`src/rtl/assert_macros.svh`:
```
`ifndef ASSERT_MACROS_SVH
`define ASSERT_MACROS_SVH

// Same-cycle implication, disabled while reset is asserted.
`define CHK_IMPL(lbl, clk, rst_n, pre, post) \
  lbl: assert property (@(posedge clk) disable iff (!rst_n) (pre) |-> (post)) \
    else $error("assertion failed");

// Next-cycle implication, disabled while reset is asserted.
`define CHK_NEXT(lbl, clk, rst_n, pre, post) \
  lbl: assert property (@(posedge clk) disable iff (!rst_n) (pre) |=> (post)) \
    else $error("assertion failed");

`endif

```
`src/rtl/rob_pkg.sv`:
```
package rob_pkg;

  localparam int unsigned TAG_W       = 6;
  localparam int unsigned REG_W       = 6;
  localparam int unsigned SEQ_W       = 32;
  localparam int unsigned ENTRY_IDX_W = 5;
  localparam int unsigned CMD_W       = 3;
  localparam int unsigned CFG_AE_W    = 6;

  localparam logic REG_IDX_ACTIVE_ENTRIES = 1'b0;

  typedef enum logic [CMD_W-1:0] {
    CMD_INSERT     = 3'd0,
    CMD_MARK_EXEC  = 3'd1,
    CMD_MARK_READY = 3'd2,
    CMD_WAKEUP     = 3'd3,
    CMD_CHECK      = 3'd4,
    CMD_REMOVE     = 3'd5
  } cmd_t;

  typedef struct packed {
    logic             rdy;
    logic [TAG_W-1:0] tag;
  } src_t;

  typedef struct packed {
    logic [SEQ_W-1:0] seq;
    logic [REG_W-1:0] rs1;
    logic [REG_W-1:0] rs2;
    logic [REG_W-1:0] rd;
    logic [TAG_W-1:0] dest_tag;
  } rec_t;

  typedef struct packed {
    logic                   accepted;
    logic [ENTRY_IDX_W-1:0] entry_index;
    logic                   tag_ready;
    logic                   has_space;
    logic                   head_ready;
    logic                   committed;
    rec_t                   rec;
  } res_t;

endpackage

```
`src/rtl/rob_rec_mem.sv`:
```
module rob_rec_mem
  import rob_pkg::*;
#(
  parameter int unsigned DEPTH = 32,
  parameter int unsigned AW    = 5
) (
  input  logic          clk,
  input  logic          wr_en,
  input  logic [AW-1:0] wr_addr,
  input  rec_t          wr_data,
  input  logic          rd_en,
  input  logic [AW-1:0] rd_addr,
  output rec_t          rd_data
);

  rec_t mem [DEPTH];
  rec_t rd_data_r;

  always_ff @(posedge clk) begin
    if (wr_en) begin
      mem[wr_addr] <= wr_data;
    end
  end

  always_ff @(posedge clk) begin
    if (rd_en) begin
      rd_data_r <= mem[rd_addr];
    end
  end

  assign rd_data = rd_data_r;

endmodule

```
`src/rtl/rob_wake.sv`:
```
module rob_wake
  import rob_pkg::*;
#(
  parameter int unsigned N  = 32,
  parameter int unsigned AW = 5
) (
  input  logic             clk,
  input  logic             wr_en,
  input  logic [AW-1:0]    wr_idx,
  input  src_t             wr_src1,
  input  src_t             wr_src2,
  input  logic             wake_en,
  input  logic [TAG_W-1:0] wake_tag,
  input  logic [N-1:0]     elig,
  output logic [N-1:0]     src1_rdy,
  output logic [N-1:0]     src2_rdy
);

  src_t src1_r [N];
  src_t src2_r [N];

  always_ff @(posedge clk) begin
    for (int i = 0; i < N; i++) begin
      if (wr_en && (wr_idx == AW'(i))) begin
        src1_r[i] <= wr_src1;
        src2_r[i] <= wr_src2;
      end else if (wake_en && elig[i]) begin
        if (src1_r[i].tag == wake_tag) begin
          src1_r[i].rdy <= 1'b1;
        end
        if (src2_r[i].tag == wake_tag) begin
          src2_r[i].rdy <= 1'b1;
        end
      end
    end
  end

  always_comb begin
    for (int i = 0; i < N; i++) begin
      src1_rdy[i] = src1_r[i].rdy;
      src2_rdy[i] = src2_r[i].rdy;
    end
  end

endmodule

```
`src/rtl/rob_outq.sv`:
```
module rob_outq
  import rob_pkg::*;
(
  input  logic clk,
  input  logic rst_n,
  input  logic push,
  input  res_t push_data,
  input  logic pop_ready,
  output logic out_valid,
  output res_t out_data,
  output logic full
);

  res_t       slot_r [2];
  logic       wr_ptr_r, wr_ptr_nxt;
  logic       rd_ptr_r, rd_ptr_nxt;
  logic [1:0] cnt_r, cnt_nxt;
  logic       pop;

  assign out_valid = (cnt_r != 2'd0);
  assign full      = (cnt_r == 2'd2);
  assign out_data  = slot_r[rd_ptr_r];
  assign pop       = out_valid && pop_ready;

  always_comb begin
    wr_ptr_nxt = push ? ~wr_ptr_r : wr_ptr_r;
    rd_ptr_nxt = pop ? ~rd_ptr_r : rd_ptr_r;
    cnt_nxt    = cnt_r + {1'b0, push} - {1'b0, pop};
  end

  always_ff @(posedge clk) begin
    if (push) begin
      slot_r[wr_ptr_r] <= push_data;
    end
  end

  always_ff @(posedge clk) begin
    if (!rst_n) begin
      wr_ptr_r <= 1'b0;
      rd_ptr_r <= 1'b0;
      cnt_r    <= 2'd0;
    end else begin
      wr_ptr_r <= wr_ptr_nxt;
      rd_ptr_r <= rd_ptr_nxt;
      cnt_r    <= cnt_nxt;
    end
  end

endmodule

```
`src/rtl/reorder_buffer_with_wakeup.sv`:
```
// Reorder buffer of up to ROB_ENTRIES slots with operand wakeup. The slot count in use is set
// by the active_entries register (held to 2..ROB_ENTRIES) and one slot always stays empty.
// Every command except remove pushes its result into the output queue when it is taken; remove
// first waits in S_READ, taking no new command, as the head record comes from the synchronous
// record memory, whose read data is registered. Results pass through a two-entry output queue,
// so a new command is taken while up to one result still waits on the output side.
`include "assert_macros.svh"

module reorder_buffer_with_wakeup
  import rob_pkg::*;
#(
  parameter int unsigned ROB_ENTRIES = 32
) (
  input  logic                   clk,
  input  logic                   rst_n,
  input  logic                   psel,
  input  logic                   penable,
  input  logic                   pwrite,
  input  logic [2:0]             paddr,
  input  logic [31:0]            pwdata,
  output logic [31:0]            prdata,
  output logic                   pready,
  input  logic                   in_valid,
  output logic                   in_ready,
  input  logic [CMD_W-1:0]       in_cmd,
  input  logic signed [TAG_W-1:0] in_tag,
  input  logic [SEQ_W-1:0]       in_inst_num,
  input  logic signed [REG_W-1:0] in_src1_reg,
  input  logic                   in_src1_ready,
  input  logic signed [TAG_W-1:0] in_src1_tag,
  input  logic signed [REG_W-1:0] in_src2_reg,
  input  logic                   in_src2_ready,
  input  logic signed [TAG_W-1:0] in_src2_tag,
  input  logic signed [REG_W-1:0] in_dest_reg,
  output logic                   out_valid,
  input  logic                   out_ready,
  output logic                   out_accepted,
  output logic [ENTRY_IDX_W-1:0] out_entry_index,
  output logic                   out_tag_ready,
  output logic                   out_has_space,
  output logic                   out_head_ready,
  output logic                   out_committed,
  output logic [SEQ_W-1:0]       out_head_inst_num,
  output logic signed [REG_W-1:0] out_head_src1_reg,
  output logic signed [REG_W-1:0] out_head_src2_reg,
  output logic signed [REG_W-1:0] out_head_dest_reg,
  output logic signed [TAG_W-1:0] out_head_dest_tag
);

  localparam int unsigned IDX_W = (ROB_ENTRIES > 1) ? $clog2(ROB_ENTRIES) : 1;
  localparam int unsigned CNT_W = $clog2(ROB_ENTRIES + 1);
  localparam int unsigned SZ_W  = (CNT_W > CFG_AE_W) ? CNT_W : CFG_AE_W;

  typedef enum logic [1:0] {
    S_IDLE = 2'b01,
    S_READ = 2'b10
  } state_t;

  state_t               state_r, state_nxt;
  logic [CFG_AE_W-1:0]  active_entries_r;
  logic [IDX_W-1:0]     head_r, head_nxt;
  logic [IDX_W-1:0]     tail_r, tail_nxt;
  logic [ROB_ENTRIES-1:0] valid_r, valid_nxt;
  logic [ROB_ENTRIES-1:0] exec_r, exec_nxt;
  logic [ROB_ENTRIES-1:0] ready_r, ready_nxt;
  logic [ROB_ENTRIES-1:0] elig;
  logic [ROB_ENTRIES-1:0] src1_rdy;
  logic [ROB_ENTRIES-1:0] src2_rdy;
  res_t                 pend_r;
  res_t                 res_now;
  res_t                 q_data;
  res_t                 q_out;
  logic                 q_push;
  logic                 q_full;
  logic [SZ_W-1:0]      n_slots;
  logic [SZ_W-1:0]      ae_ext;
  logic                 in_fire;
  logic                 space_now;
  logic                 tslot_ok;
  logic [IDX_W-1:0]     tslot;
  logic                 head_ok;
  logic                 ins_wr;
  logic                 rd_en;
  logic                 wake_en;
  logic                 cfg_wr;
  rec_t                 ins_rec;
  rec_t                 rd_rec;
  src_t                 ins_src1;
  src_t                 ins_src2;

  function automatic logic [IDX_W-1:0] adv(input logic [IDX_W-1:0] p,
                                          input logic [SZ_W-1:0] sz);
    logic [SZ_W-1:0] q;
    q = SZ_W'(p) + SZ_W'(1);
    return (q >= sz) ? '0 : q[IDX_W-1:0];
  endfunction

  // Configuration port.
  assign pready = 1'b1;
  assign cfg_wr = psel && penable && pwrite && pready;

  always_comb begin
    prdata = '0;
    if (paddr[2] == REG_IDX_ACTIVE_ENTRIES) begin
      prdata = 32'(active_entries_r);
    end
  end

  always_comb begin
    ae_ext = SZ_W'(active_entries_r);
    if (ae_ext < SZ_W'(2)) begin
      n_slots = SZ_W'(2);
    end else if (ae_ext > SZ_W'(ROB_ENTRIES)) begin
      n_slots = SZ_W'(ROB_ENTRIES);
    end else begin
      n_slots = ae_ext;
    end
  end

  assign in_ready = (state_r == S_IDLE) && !q_full;
  assign in_fire  = in_valid && in_ready;

  assign space_now = (adv(tail_r, n_slots) != head_r);
  assign tslot_ok  = !in_tag[5] && (SZ_W'(in_tag[4:0]) < n_slots);
  assign tslot     = IDX_W'(in_tag[4:0]);
  assign head_ok   = valid_r[head_r] && ready_r[head_r];

  assign ins_rec.seq      = in_inst_num;
  assign ins_rec.rs1      = in_src1_reg;
  assign ins_rec.rs2      = in_src2_reg;
  assign ins_rec.rd       = in_dest_reg;
  assign ins_rec.dest_tag = in_tag;
  assign ins_src1.rdy     = in_src1_ready;
  assign ins_src1.tag     = in_src1_tag;
  assign ins_src2.rdy     = in_src2_ready;
  assign ins_src2.tag     = in_src2_tag;

  always_comb begin
    for (int i = 0; i < ROB_ENTRIES; i++) begin
      elig[i] = valid_r[i] && (SZ_W'(i) < n_slots);
    end
  end

  always_comb begin
    valid_nxt = valid_r;
    exec_nxt  = exec_r;
    ready_nxt = ready_r;
    head_nxt  = head_r;
    tail_nxt  = tail_r;
    ins_wr    = 1'b0;
    rd_en     = 1'b0;
    wake_en   = 1'b0;
    res_now   = '0;
    case (cmd_t'(in_cmd))
      CMD_INSERT: begin
        if (space_now) begin
          ins_wr               = in_fire;
          valid_nxt[tail_r]    = 1'b1;
          exec_nxt[tail_r]     = 1'b0;
          ready_nxt[tail_r]    = 1'b0;
          tail_nxt             = adv(tail_r, n_slots);
          res_now.accepted     = 1'b1;
          res_now.entry_index  = ENTRY_IDX_W'(tail_r);
        end
      end
      CMD_MARK_EXEC: begin
        if (tslot_ok) begin
          exec_nxt[tslot] = 1'b1;
        end
      end
      CMD_MARK_READY: begin
        if (tslot_ok) begin
          ready_nxt[tslot] = 1'b1;
        end
      end
      CMD_WAKEUP: begin
        wake_en = in_fire;
      end
      CMD_CHECK: begin
        res_now.tag_ready = tslot_ok && valid_r[tslot] && ready_r[tslot];
      end
      CMD_REMOVE: begin
        rd_en = in_fire;
        if (head_ok) begin
          valid_nxt[head_r] = 1'b0;
          exec_nxt[head_r]  = 1'b0;
          ready_nxt[head_r] = 1'b0;
          head_nxt          = adv(head_r, n_slots);
          res_now.committed = 1'b1;
        end
      end
      default: begin
      end
    endcase
    res_now.has_space  = (adv(tail_nxt, n_slots) != head_nxt);
    res_now.head_ready = valid_nxt[head_nxt] && ready_nxt[head_nxt];
  end

  always_comb begin
    state_nxt = state_r;
    q_push    = 1'b0;
    q_data    = res_now;
    case (state_r)
      S_IDLE: begin
        if (in_fire) begin
          if (cmd_t'(in_cmd) == CMD_REMOVE) begin
            state_nxt = S_READ;
          end else begin
            q_push = 1'b1;
          end
        end
      end
      S_READ: begin
        q_push    = 1'b1;
        q_data    = pend_r;
        q_data.rec = pend_r.committed ? rd_rec : '0;
        state_nxt = S_IDLE;
      end
      default: begin
        state_nxt = S_IDLE;
      end
    endcase
  end

  always_ff @(posedge clk) begin
    if (in_fire) begin
      pend_r <= res_now;
    end
  end

  always_ff @(posedge clk) begin
    if (!rst_n) begin
      state_r          <= S_IDLE;
      active_entries_r <= CFG_AE_W'(32);
      head_r           <= '0;
      tail_r           <= '0;
      valid_r          <= '0;
      exec_r           <= '0;
      ready_r          <= '0;
    end else begin
      state_r <= state_nxt;
      if (cfg_wr && (paddr[2] == REG_IDX_ACTIVE_ENTRIES)) begin
        active_entries_r <= pwdata[CFG_AE_W-1:0];
      end
      if (in_fire) begin
        head_r  <= head_nxt;
        tail_r  <= tail_nxt;
        valid_r <= valid_nxt;
        exec_r  <= exec_nxt;
        ready_r <= ready_nxt;
      end
    end
  end

  rob_rec_mem #(
    .DEPTH (ROB_ENTRIES),
    .AW    (IDX_W)
  ) u_rec_mem (
    .clk     (clk),
    .wr_en   (ins_wr),
    .wr_addr (tail_r),
    .wr_data (ins_rec),
    .rd_en   (rd_en),
    .rd_addr (head_r),
    .rd_data (rd_rec)
  );

  rob_wake #(
    .N  (ROB_ENTRIES),
    .AW (IDX_W)
  ) u_wake (
    .clk      (clk),
    .wr_en    (ins_wr),
    .wr_idx   (tail_r),
    .wr_src1  (ins_src1),
    .wr_src2  (ins_src2),
    .wake_en  (wake_en),
    .wake_tag (in_tag),
    .elig     (elig),
    .src1_rdy (src1_rdy),
    .src2_rdy (src2_rdy)
  );

  rob_outq u_outq (
    .clk       (clk),
    .rst_n     (rst_n),
    .push      (q_push),
    .push_data (q_data),
    .pop_ready (out_ready),
    .out_valid (out_valid),
    .out_data  (q_out),
    .full      (q_full)
  );

  assign out_accepted      = q_out.accepted;
  assign out_entry_index   = q_out.entry_index;
  assign out_tag_ready     = q_out.tag_ready;
  assign out_has_space     = q_out.has_space;
  assign out_head_ready    = q_out.head_ready;
  assign out_committed     = q_out.committed;
  assign out_head_inst_num = q_out.rec.seq;
  assign out_head_src1_reg = q_out.rec.rs1;
  assign out_head_src2_reg = q_out.rec.rs2;
  assign out_head_dest_reg = q_out.rec.rd;
  assign out_head_dest_tag = q_out.rec.dest_tag;

  `CHK_NEXT(a_commit_moves_head, clk, rst_n,
            in_fire && (cmd_t'(in_cmd) == CMD_REMOVE) && head_ok,
            (head_r != $past(head_r)) && !valid_r[$past(head_r)])
  `CHK_NEXT(a_insert_sets_valid, clk, rst_n,
            ins_wr, valid_r[$past(tail_r)] && !ready_r[$past(tail_r)])
  `CHK_NEXT(a_remove_result_follows, clk, rst_n,
            in_fire && (cmd_t'(in_cmd) == CMD_REMOVE), q_push && !in_ready)
  `CHK_NEXT(a_insert_src_ready, clk, rst_n,
            ins_wr && in_src1_ready && in_src2_ready,
            src1_rdy[$past(tail_r)] && src2_rdy[$past(tail_r)])

endmodule
```
`config.mk`:
```
export PLATFORM = sky130hd
export DESIGN_NAME = reorder_buffer_with_wakeup
export DESIGN_NICKNAME = d
export VERILOG_FILES = /design/src/rtl/rob_pkg.sv /design/src/rtl/rob_rec_mem.sv /design/src/rtl/rob_wake.sv /design/src/rtl/rob_outq.sv /design/src/rtl/reorder_buffer_with_wakeup.sv
export VERILOG_INCLUDE_DIRS = /design/src /design/src/rtl
export SDC_FILE = /design/constraint.sdc
export NUM_CORES = 2
export LEC_CHECK = 0
export ABC_AREA = 1
export ABC_CLOCK_PERIOD_IN_PS = 5700
export BUFFER_PORTS_ARGS = -buffer_cell sky130_fd_sc_hd__buf_2
export CORE_MARGIN = 2
export CORE_UTILIZATION = 55
export DETAILED_ROUTE_END_ITERATION = 10
export HOLD_SLACK_MARGIN = 0.02
export PLACE_DENSITY = 0.74
export SETUP_SLACK_MARGIN = 0.3
export SLEW_MARGIN = 40
export SYNTH_ARGS = -nofsm -noshare
export SYNTH_HDL_FRONTEND = slang
export SYNTH_HIERARCHICAL = 1
export SYNTH_SLANG_ARGS = --single-unit
export TNS_END_PERCENT = 100
```
`constraint.sdc`:
```
create_clock -name clk -period 5.7 [get_ports clk]
set_input_delay 1.14 -clock clk [delete_from_list [all_inputs] [get_ports clk]]
set_output_delay 1.14 -clock clk [all_outputs]
set_load 0.03 [all_outputs]
```
# After elaboration in Yosys (flattened, before gate mapping)
# Memory sizes are Yosys's and may differ from the RTL's. A register that Yosys moved wholly into a read port is not among the register bits.
# Cells that the tools add are included.
# Widths: inputs -> output; s select.
[word_totals]
mem_count = 2
in_bits = 115
ram_bits = 1924
reg_bits = 96
out_inout_bits = 101
[mem_list]
columns = ["name", "words", "word_bits", "read_ports", "rd_ports_with_merged_regs", "wr", "line", "text"]
rows = [
  ["u_rec_mem.mem", 32, 56, 1, 1, 1, "rob_rec_mem.sv:16", "rec_t mem [DEPTH];"],
  ["u_outq.slot_r", 2, 66, 1, 1, 1, "rob_outq.sv:14", "res_t slot_r [2];"],
]
[classes]
order_cmp = 13
mux = 54
eq_ne = 8
n_bitwise = 10
n_reduce_logical = 20
addsub = 5
[op_table]
columns = ["op", "n"]
rows = [
  ["$mux 32", 5],
  ["$and 32x32->32", 3],
  ["$pmux 32 s3", 1],
  ["$mux 66", 1],
  ["$not 32->32", 2],
  ["$or 32x32->32", 2],
  ["$pmux 32 s2", 1],
  ["$mux 56", 1],
  ["$mux 5", 7],
  ["$bmux 1 s5", 6],
  ["$mux 6", 5],
  ["$lt 5x6->1 const B", 4],
  ["$mux 1", 23],
  ["$add 5x1->6 const B", 3],
  ["$ge 6x6->1", 3],
  ["$demux 1 s5", 3],
  ["$ge 5x1->1 const B", 3],
  ["$logic_and 1x1->1", 14],
  ["$ne 5x5->1", 2],
  ["$eq 3x3->1 const B", 2],
  ["$gt 6x6->1 const B", 1],
  ["$lt 5x6->1", 1],
  ["$lt 6x2->1 const B", 1],
  ["$eq 2x2->1 const B", 2],
  ["other kinds (10)", 14],
]

# Logic depth before layout (Yosys ltp)
[logic_depth]
ltp_word = 13
ltp_mapped = 38
ltp_nobuf = 38

# Hierarchy
# The synthesis kept the hierarchy.
[by_module_without_submodules]
columns = ["module", "area_per_inst_um2", "cells_each", "seq_area_each_um2", "n_inst"]
rows = [
  ["rob_rec_mem", 73967.2, 6150, 55493.2, 1],
  ["reorder_buffer_with_wakeup", 10077.2, 1802, 1941.9, 1],
  ["rob_outq", 5161.2, 241, 4063.9, 1],
]

# Least setup slack after synthesis
# OpenSTA, ideal clock, no wires.
[synth_timing]
path_type = "flip-flop to flip-flop"
from = "reg tail_r[0]"
to = "mem u_rec_mem/mem[31][0] (netlist name) (enable)"
t_arrival_ps = 5252
required_time_ps = 5230
synth_period_minus_slack_ps = 5722
path_slack_ps = -22
stages_incl_launch_ff = 18
setup_time_ps = 470
path_cell_list = "dfxtp_1 -> ha_1 -> nand2_1 -> nor2_1 -> nor2_2 -> ha_1 -> nand2_1 -> inv_2 -> a21oi_4 -> nand2_1 -> nor2_2 -> xor2_2 -> nand3_4 -> nand2_4 -> buf_4 -> nor2_1 -> nand3_1 -> nor2_1"
[synth_via]
elab_chain_len = 8
[synth_rtl]
columns = ["item", "line", "text"]
rows = [
  ["from (decl)", "reorder_buffer_with_wakeup.sv:62", "logic [IDX_W-1:0] tail_r, tail_nxt;"],
  ["from (signal assigned)", "reorder_buffer_with_wakeup.sv:247", "tail_r <= tail_nxt;"],
  ["$add 5x1->6 (*)", "reorder_buffer_with_wakeup.sv:94", "q = SZ_W'(p) + SZ_W'(1);"],
  ["$ge 6x6->1", "reorder_buffer_with_wakeup.sv:95", "return (q >= sz) ? '0 : q[IDX_W-1:0];"],
  ["$mux 5 (*)", "reorder_buffer_with_wakeup.sv:95", ""],
  ["$ne 5x5->1 (*)", "reorder_buffer_with_wakeup.sv:123", "assign space_now = (adv(tail_r, n_slots) != head_r);"],
  ["$mux 1 (*)", "reorder_buffer_with_wakeup.sv:156", "if (space_now) begin"],
  ["$mux 1 (*)", "reorder_buffer_with_wakeup.sv:154", "case (cmd_t'(in_cmd))"],
  ["net ins_wr", "reorder_buffer_with_wakeup.sv:82", "logic ins_wr;"],
  ["$mux 1 (*)", "rob_rec_mem.sv:20", "if (wr_en) begin"],
  ["$mux 1 (implied by the code) (*)", "rob_rec_mem.sv:21", "mem[wr_addr] <= wr_data;"],
  ["to (decl)", "rob_rec_mem.sv:16", ""],
]
# The timed path passes the listed nets; every way through them passes the cells marked *.

==> metrics.cfg <==
[yosys]
avgSynthCellArea_um2=10.9
async_flop_share_pct=0
ys.flop_type=edfxtp_1
ys_seq_area_share_pct=68.9
synth_area_leader_cell=edfxtp_1
netlist_area_mm2=0.0892
synthTopCellsByArea=edfxtp_1 (67%), nand2_1 (13%), nand3_1 (9.1%)
synthCells=8193
ys_ff_latch=2077
synth_top_area_share_pct=67.0
synth_edf_count=1990
ys_types=53
ys.warnings.count=6

[drt]
via_count=63100
drc=0
dr.pass1.iters=9
dr.first_iter.drc_count=8400
postRouteAntennaNets=0
routed_wl_um=247000
post_drt_via_cell_ratio=5.99
avgRoutedWirePerCell_um=23.4

[timing]
fin_crit_ns=5.10
min_period_over_period_pct=89.5
finalHoldViolations=0
tns_ns=0
clock_skew_ns=0.0562
slew_viol_final=0
setup_viol=0
grt_setup_unrepaired=no
worstMarginPinSlew_ns=0.998
fmaxAchievable_mhz=196
relSlewSlack_pct=33.5

[layout]
syn_to_final_growth_pct=10.4
drive_gt1_share_pct=9.14
nFillCells=12200
final_util_pct=61.3
nNetsFinal=8354

[global_route]
globalRouteTotalUtil_pct=29.5
antenna_found_initial=12
grt.overflow.total=0
grt_max_degree=206
grt_pass1_wl_um=364000
grt_pass1_vias=59200

[place]
port_buffers=146
gp_congestion=0.952
hpwl_um=124000

[hold_path]
hp-class=reg -> reg

[floorplanning]
core_area_mm2=0.161
start_util_pct=55.5
die_x_um=407
rows=147
dieHeight_um=407
ios=216
die_area_mm2=0.165

[worst_setup_path]
cp_data_arrival_time_ns=5.69
cp_top_family=compound AO/OA/AOI/OAI gates
endpoint_kind=flop
cp_max_fo=11
cpMostUsedCell=nand2_1
worstPathRequired_ns=6.29
slowest_stage=dfxtp_1
crit_buf_inv=2
max_stage_delay_ns=0.36
start_kind=flop
crit_type=reg -> reg

[power]
leakagePower_nw=36.8
power.density_mw_per_mm2=392
peakVddDrop_uv=399

[flow_run]
drv_cap=0

[clock_tree]
path_clk_slew_ns=0.06
cts_sinks=2077
insertion_delay_ns=0.88
clockRootBuffer=clkbuf_16
ctsHoldBuffers=0
cts_tree=built
h-tree-depth=4
cts_buffers=202
ctsLongestPathBuffers=3

[run_status]
outcome=completed

power breakdown:
group | switching, mW | total (mW) | internal (mW)
clock network | 5.75 | 12.8 | 7.06
logic | 6.03 | 8.37 | 2.34
registers | 0.275 | 17.4 | 17.2
total | 12.1 | 38.6 | 26.6
cell families (layout without fill, tap and decap cells):
kind of cell	after synthesis	in the layout	share of synthesized area, %
fa+ha+maj	35	35	0.491
flops	2077	2077	68.9
simple gates	4959	4959	23.4
compound gates	269	269	1.79
mux	66	66	1.00
other cells	2	31	0.00842
buf+inv	778	929	4.26
xor+xnor	7	7	0.0856
routing by layer:
layer	up-vias	wire (µm)	track usage, %
met5	-	51	0
met4	8	10200	11.7
met3	675	28300	5.28
met2	3850	114000	46.9
met1	30300	94400	40.6
li1	28300	-	-
synthesized netlist by cell type (3+ instances only):
cell	count
a21oi_1	87
o21ai_0	56
o21ai_2	5
inv_2	16
buf_6	30
buf_1	21
nor3_1	15
nor2_2	11
ha_1	35
mux2_4	40
inv_1	244
nand4_1	9
nand2_1	3001
nor2_4	4
buf_2	273
clkinv_1	5
o22ai_1	24
dfxtp_1	87
xor2_1	5
nand2_4	5
mux2_2	26
inv_4	3
edfxtp_1	1990
clkbuf_1	109
a211oi_1	34
nand3_1	1617
o21ai_1	21
nor4_1	3
nand2_2	5
nor2_1	277
o211ai_1	32
buf_4	75
placed cells by master (no fill, tap or decap), types with 33 or more instances in the layout:
cell type,instances
nand2_1,2997
a21oi_1,86
nand3_1,1616
clkinv_2,36
nor2_1,238
ha_1,33
nor2_4,43
buf_12,44
o21ai_0,53
inv_1,240
clkbuf_1,53
clkinv_1,39
clkbuf_16,203
mux2_4,40
buf_2,145
edfxtp_1,1990
buf_4,89
dfxtp_1,77
a211oi_1,33
sequential cells by signal, summed over array words and instances, names as in the netlist, named ones only:
name               count
u_outq/cnt_r           2
ready_r               32
u_rec_mem/rd_data     56
pend_r                10
state_r                2
tail_r                 5
head_r                 5
u_outq/rd_ptr_r        1
u_outq/slot_r        132
valid_r               32
active_entries_r       6
u_rec_mem/mem       1792
u_outq/wr_ptr_r        1
final timing paths:
path	from	endpoint	slack (ns)	depth (start not counted)
setup / recovery	tail_r[1]$_SDFFE_PN0P_	u_outq/slot_r[1][58]$_DFFE_PP_	0.60	31
hold / removal	valid_r[8]$_SDFFE_PN0P_	valid_r[8]$_SDFFE_PN0P_	0.51	2
setup reg to reg	tail_r[1]$_SDFFE_PN0P_	u_outq/slot_r[1][58]$_DFFE_PP_	0.60	31
hold reg to reg	valid_r[8]$_SDFFE_PN0P_	valid_r[8]$_SDFFE_PN0P_	0.51	2
what timing repair did:
item                                    in CTS  in global routing
setup buffers                                0                  1
endpoints found under the setup margin       0                  3
gates resized for setup                      0                 23
through the flow:
step	std cells	hold WS (ns)	power, mW	setup WS (ns)	cell area, µm²
after floorplan	8218	0.458	23.6	-0.0220	89300
after global placement	10200	0.482	25.7	0.313	91900
after detailed placement	10200	0.484	25.9	0.383	92000
after CTS	10500	0.475	38.6	0.339	98300
after global routing	10500	0.520	40.1	0.246	98500
final	10500	0.508	38.6	0.600	98500
tightest hold or removal path, cell delays in order, from the launching register on:
cell,delay (ns)
dfxtp_1,0.32
o211ai_1,0.10
inv_1,0.05
final cells by class:
class / instances / area [µm²] / area share (%)
Multi-Input combinational cell: 5363 / 24400 / 24.7
Clock buffer: 260 / 5330 / 5.42
Tap cell: 2160 / 2700 / 2.74
Timing Repair Buffer: 292 / 2480 / 2.52
Inverter: 268 / 1060 / 1.08
Sequential cell: 2077 / 61500 / 62.5
Antenna cell: 4 / 10.0 / 0.0102
Clock inverter: 109 / 991 / 1.01
(Power assumes the default switching activity.)
